[config.mk]
export PLATFORM = sky130hd
export DESIGN_NAME = olide_ram
export DESIGN_NICKNAME = d
export VERILOG_FILES = /design/src/rtl/core/ordered_list_insert_delete_engine_defines.svh /design/src/rtl/core/olide_ram.sv
export SDC_FILE = /design/constraint.sdc
export NUM_CORES = 2
export LEC_CHECK = 0
export BUFFER_PORTS_ARGS = -buffer_cell sky130_fd_sc_hd__clkbuf_2
export CAP_MARGIN = 40
export CELL_PAD_IN_SITES_DETAIL_PLACEMENT = 1
export CELL_PAD_IN_SITES_GLOBAL_PLACEMENT = 2
export CORE_MARGIN = 3
export CORE_UTILIZATION = 43
export CTS_CLUSTER_DIAMETER = 40
export DETAILED_ROUTE_END_ITERATION = 8
export GPL_TIMING_DRIVEN = 0
export PLACE_DENSITY = 0.66
export SYNTH_ARGS = -nofsm -noshare
export SYNTH_HDL_FRONTEND = slang
export SYNTH_SLANG_ARGS = --single-unit
[constraint.sdc]
create_clock -name clk -period 5.1 [get_ports clk]
set_input_delay 0.765 -clock clk [delete_from_list [all_inputs] [get_ports clk]]
set_output_delay 0.765 -clock clk [all_outputs]
set_load 0.01 [all_outputs]
[src/rtl/core/ordered_list_insert_delete_engine_defines.svh]
// ============================================================================
// Assertion macros for the ordered list engine
// Concurrent assertion wrappers that can be compiled out as one group.
// ============================================================================
`ifndef ORDERED_LIST_INSERT_DELETE_ENGINE_DEFINES_SVH
`define ORDERED_LIST_INSERT_DELETE_ENGINE_DEFINES_SVH

`ifndef NO_ASSERTIONS

// Checked on every rising edge, idle while reset is asserted.
`define OLIDE_ASSERT(lbl, clk, rst_n, prop, msg) \
	lbl: assert property (@(posedge clk) disable iff (!rst_n) prop) else $error(msg);

// Checked on every rising edge, reset included.
`define OLIDE_ASSERT_ALWAYS(lbl, clk, prop, msg) \
	lbl: assert property (@(posedge clk) prop) else $error(msg);

`else

`define OLIDE_ASSERT(lbl, clk, rst_n, prop, msg)
`define OLIDE_ASSERT_ALWAYS(lbl, clk, prop, msg)

`endif

`endif

[src/rtl/core/olide_ram.sv]
// ============================================================================
// olide_ram
// Simple dual-port RAM, one write and one registered read port.
// ============================================================================
module olide_ram #(
	parameter int unsigned WIDTH = 32,
	parameter int unsigned DEPTH = 64
) (
	input  logic                     clk,
	input  logic                     we,
	input  logic [$clog2(DEPTH)-1:0] waddr,
	input  logic [WIDTH-1:0]         wdata,
	input  logic                     re,
	input  logic [$clog2(DEPTH)-1:0] raddr,
	output logic [WIDTH-1:0]         rdata
);
	logic [WIDTH-1:0] mem [DEPTH];
	logic [WIDTH-1:0] rdata_q;

	always_ff @(posedge clk) begin
		if (we) begin
			mem[waddr] <= wdata;
		end
		if (re) begin
			rdata_q <= mem[raddr];
		end
	end

	assign rdata = rdata_q;
endmodule

==> summary.txt <==
Clock network
  – Clock slew at reported path FFs: 0.06 ns
  – CTS resizes: 0
  – # hold bufs at CTS: 0
  – Max H-tree Level: 5
  – Root Buffer: clkbuf_16
  – Postcts setup bufs: 0
  – Sink Count: 2,080
  – CTS buffer count: 318
  – Max clock buf depth: 4
  – CTS tree: done
  – Worst-skew pair later-pin latency: 0.92 ns

Critical path
  – Largest delay share family, worst path: buffers and inverters
  – Crit-path cells: clkbuf_1 -> buf_2 -> buf_2 -> buf_2 -> buf_2 -> mux2i_1 -> a21oi_1 -> a21oi_1 -> nor2_1
  – Worst Path Required: 5.73 ns
  – Kind of critical path: input pin to flop
  – Crit. End Element: flop
  – Critical Path Most Common Cell: buf_2
  – Startpoint Class: input pin
  – Critical path data arrival time: 4.63 ns
  – Slowest stage cell, crit path: a21oi_1
  – CP bufs+invs: 5
  – Critical path peak fanout: 10
  – Highest cell delay on the worst timing path: between 0.6 and 0.7 ns

Route
  – DR WL/cell: just under 40 um
  – Via density: 6.21
  – Drt pass-1 iters: 5
  – Drt drc: 0
  – Vias: 40,413
  – Final ANT Viol Nets: 0
  – DRT iter0 DRCs: about 6,100
  – Final wirelength: 258,000 um

Synth
  – Count leader, synth: edfxtp_1
  – Share of synthesized registers carrying an async set or reset: 0%
  – Netlist cell types: 33
  – Synthesized cell area: 78,800 um2
  – Mapped Cells: 3,324
  – Synth Warn #: 0
  – Most used DFF post-synth: edfxtp_1
  – Post-synth EDFFs: approximately 2,100
  – Net Count, Synth: 3,371
  – Yosys reg bits: 2,080
  – Area contributors post-synth: edfxtp_1, mux4_2, mux2i_1
  – Mapped Avg Cell Area: 23.7 um2
  – Top-area cell type share of the netlist area: roughly four fifths
  – Synth area leader: edfxtp_1
  – Synth top cells by count: edfxtp_1, mux4_2, nor2_1
  – Sequential share of the synthesized area: around four fifths

Placement
  – Post-Place Cells: between 5,000 and 6,000
  – Placer Congestion: 0.841
  – Pre-CTS setup slack: 0.210 ns
  – Post-detail-place hpwl: 171,000 um
  – IO Port Bufs: 70

Min path
  – Worst min path class: input pin to flop

Timing
  – Final hold vios: 0
  – Worst setup margin: between 1 and 1.5 ns
  – Worst slew pin tran: 0.994 ns
  – Fin crit period: 4.00 ns
  – RSZ-0062 raised after global routing: no
  – Max Fclk: between 0.2 and 0.3 GHz
  – Final setup viols: 0
  – Clock Skew: 0.0455 ns
  – Pins over their slew limit: 0
  – Fin Hold WS: 0.344 ns
  – Crit share post-route: 78.4%
  – Slew HR: 33.7%

GRT
  – Grt total ovfl: 0
  – Largest net degree at the start of global routing: 65
  – GRT Util Overall: approximately 28%
  – First-pass GRT wire length: 351,000 um
  – Vias in the first global route: 41,364
  – Antenna violations before repair: 16

Layout
  – Nets: 3,956
  – Ratio of cells with drive above 1 in the final layout: roughly a third
  – Storage cell area: ~62,000 um2
  – Post-Layout Cell Count: ~6,500
  – Area growth from synthesis to layout: 22.4%
  – Final core occ: 53.2%
  – # fillers: 15,430
  – Area of the multi-input gates: 16,000 um2

Die
  – # IOs: 79
  – Die area: 189,000 um2
  – Rows: 156
  – Core box area: 182,000 um2
  – Starting density of the core: about 43%
  – DIE HEIGHT: 434 um
  – Chip width: roughly 430 um

Power
  – Pwr Total: 42,400 uW
  – Lkg Pwr: 0.0308 uW
  – Power Density: 439 nW/um2
  – VDD IR max: 0.392 mV

Run status
  – Status: finished, final reports clean

Job
  – MaxCap Viol Count: 0
## routing by layer
| layer | GRT usage, % | share of wire [%] |
|---|---|---|
| met2 | 43.8 | 48 |
| met3 | 5.32 | 8.6 |
| met4 | 10.1 | 3.9 |
| met5 | 0 | 0.023 |
| met1 | 38.7 | 40 |
## logic make-up after synthesis
logic type,Yosys count,synth area share (%)
buf+inv,182,1.12
mux,637,16.7
compound gates,202,1.67
simple gates,223,1.26
flops,2080,79.2
## through the flow
stage          cell area, um2  setup TNS [ns]
6_report                96500               0
5_1_grt                 96500               0
3_5_place_dp            86200               0
2_1_floorplan           78800               0
3_3_place_gp            82200        -1376.20
4_1_cts                 96400               0
## cell usage in the layout, fill, tap and decap left out, types with 58 or more instances in the layout
cell type  count
edfxtp_1    2080
nor2_1        75
o22ai_1       84
a21oi_1       62
nor2_4        62
clkbuf_16    325
buf_2         58
buf_12        95
clkbuf_1     102
mux4_2       544
clkbuf_2      58
mux2i_1       93
## area by class of cell
| cell class | count | area share (%) |
|---|---|---|
| antenna | 3 | 0.00778 |
| buffer | 182 | 0.921 |
| clock buffer | 354 | 8.54 |
| clock inverter | 195 | 2.12 |
| multi-input combinational | 1062 | 16.5 |
| sequential | 2080 | 64.7 |
| tap | 2370 | 3.07 |
| timing repair buffer | 265 | 4.07 |
## report_power, final
| group | switching, uW | internal [uW] | leakage [uW] |
|---|---|---|---|
| clock network | 7990 | 13200 | 0.00498 |
| logic | 1430 | 736 | 0.00706 |
| registers | 33.3 | 19000 | 0.0187 |
| total | 9450 | 32900 | 0.0308 |
## flip-flops by register name, indices dropped and copies added, names as in the netlist
signal,count
mem,2048
rdata,32
## worst paths after layout
kind	from	end	slack [ns]	cells past startpoint
worst max-delay path	raddr[2]	rdata[15]	1.10	9
worst min-delay path	wdata[15]	mem[53][15]	0.34	1
worst max register to register	mem[26][13]	rdata[13]	2.31	4
worst min register to register	mem[13][20]	rdata[20]	1.07	4
No activity file was read; power rests on OpenSTA's default activity.
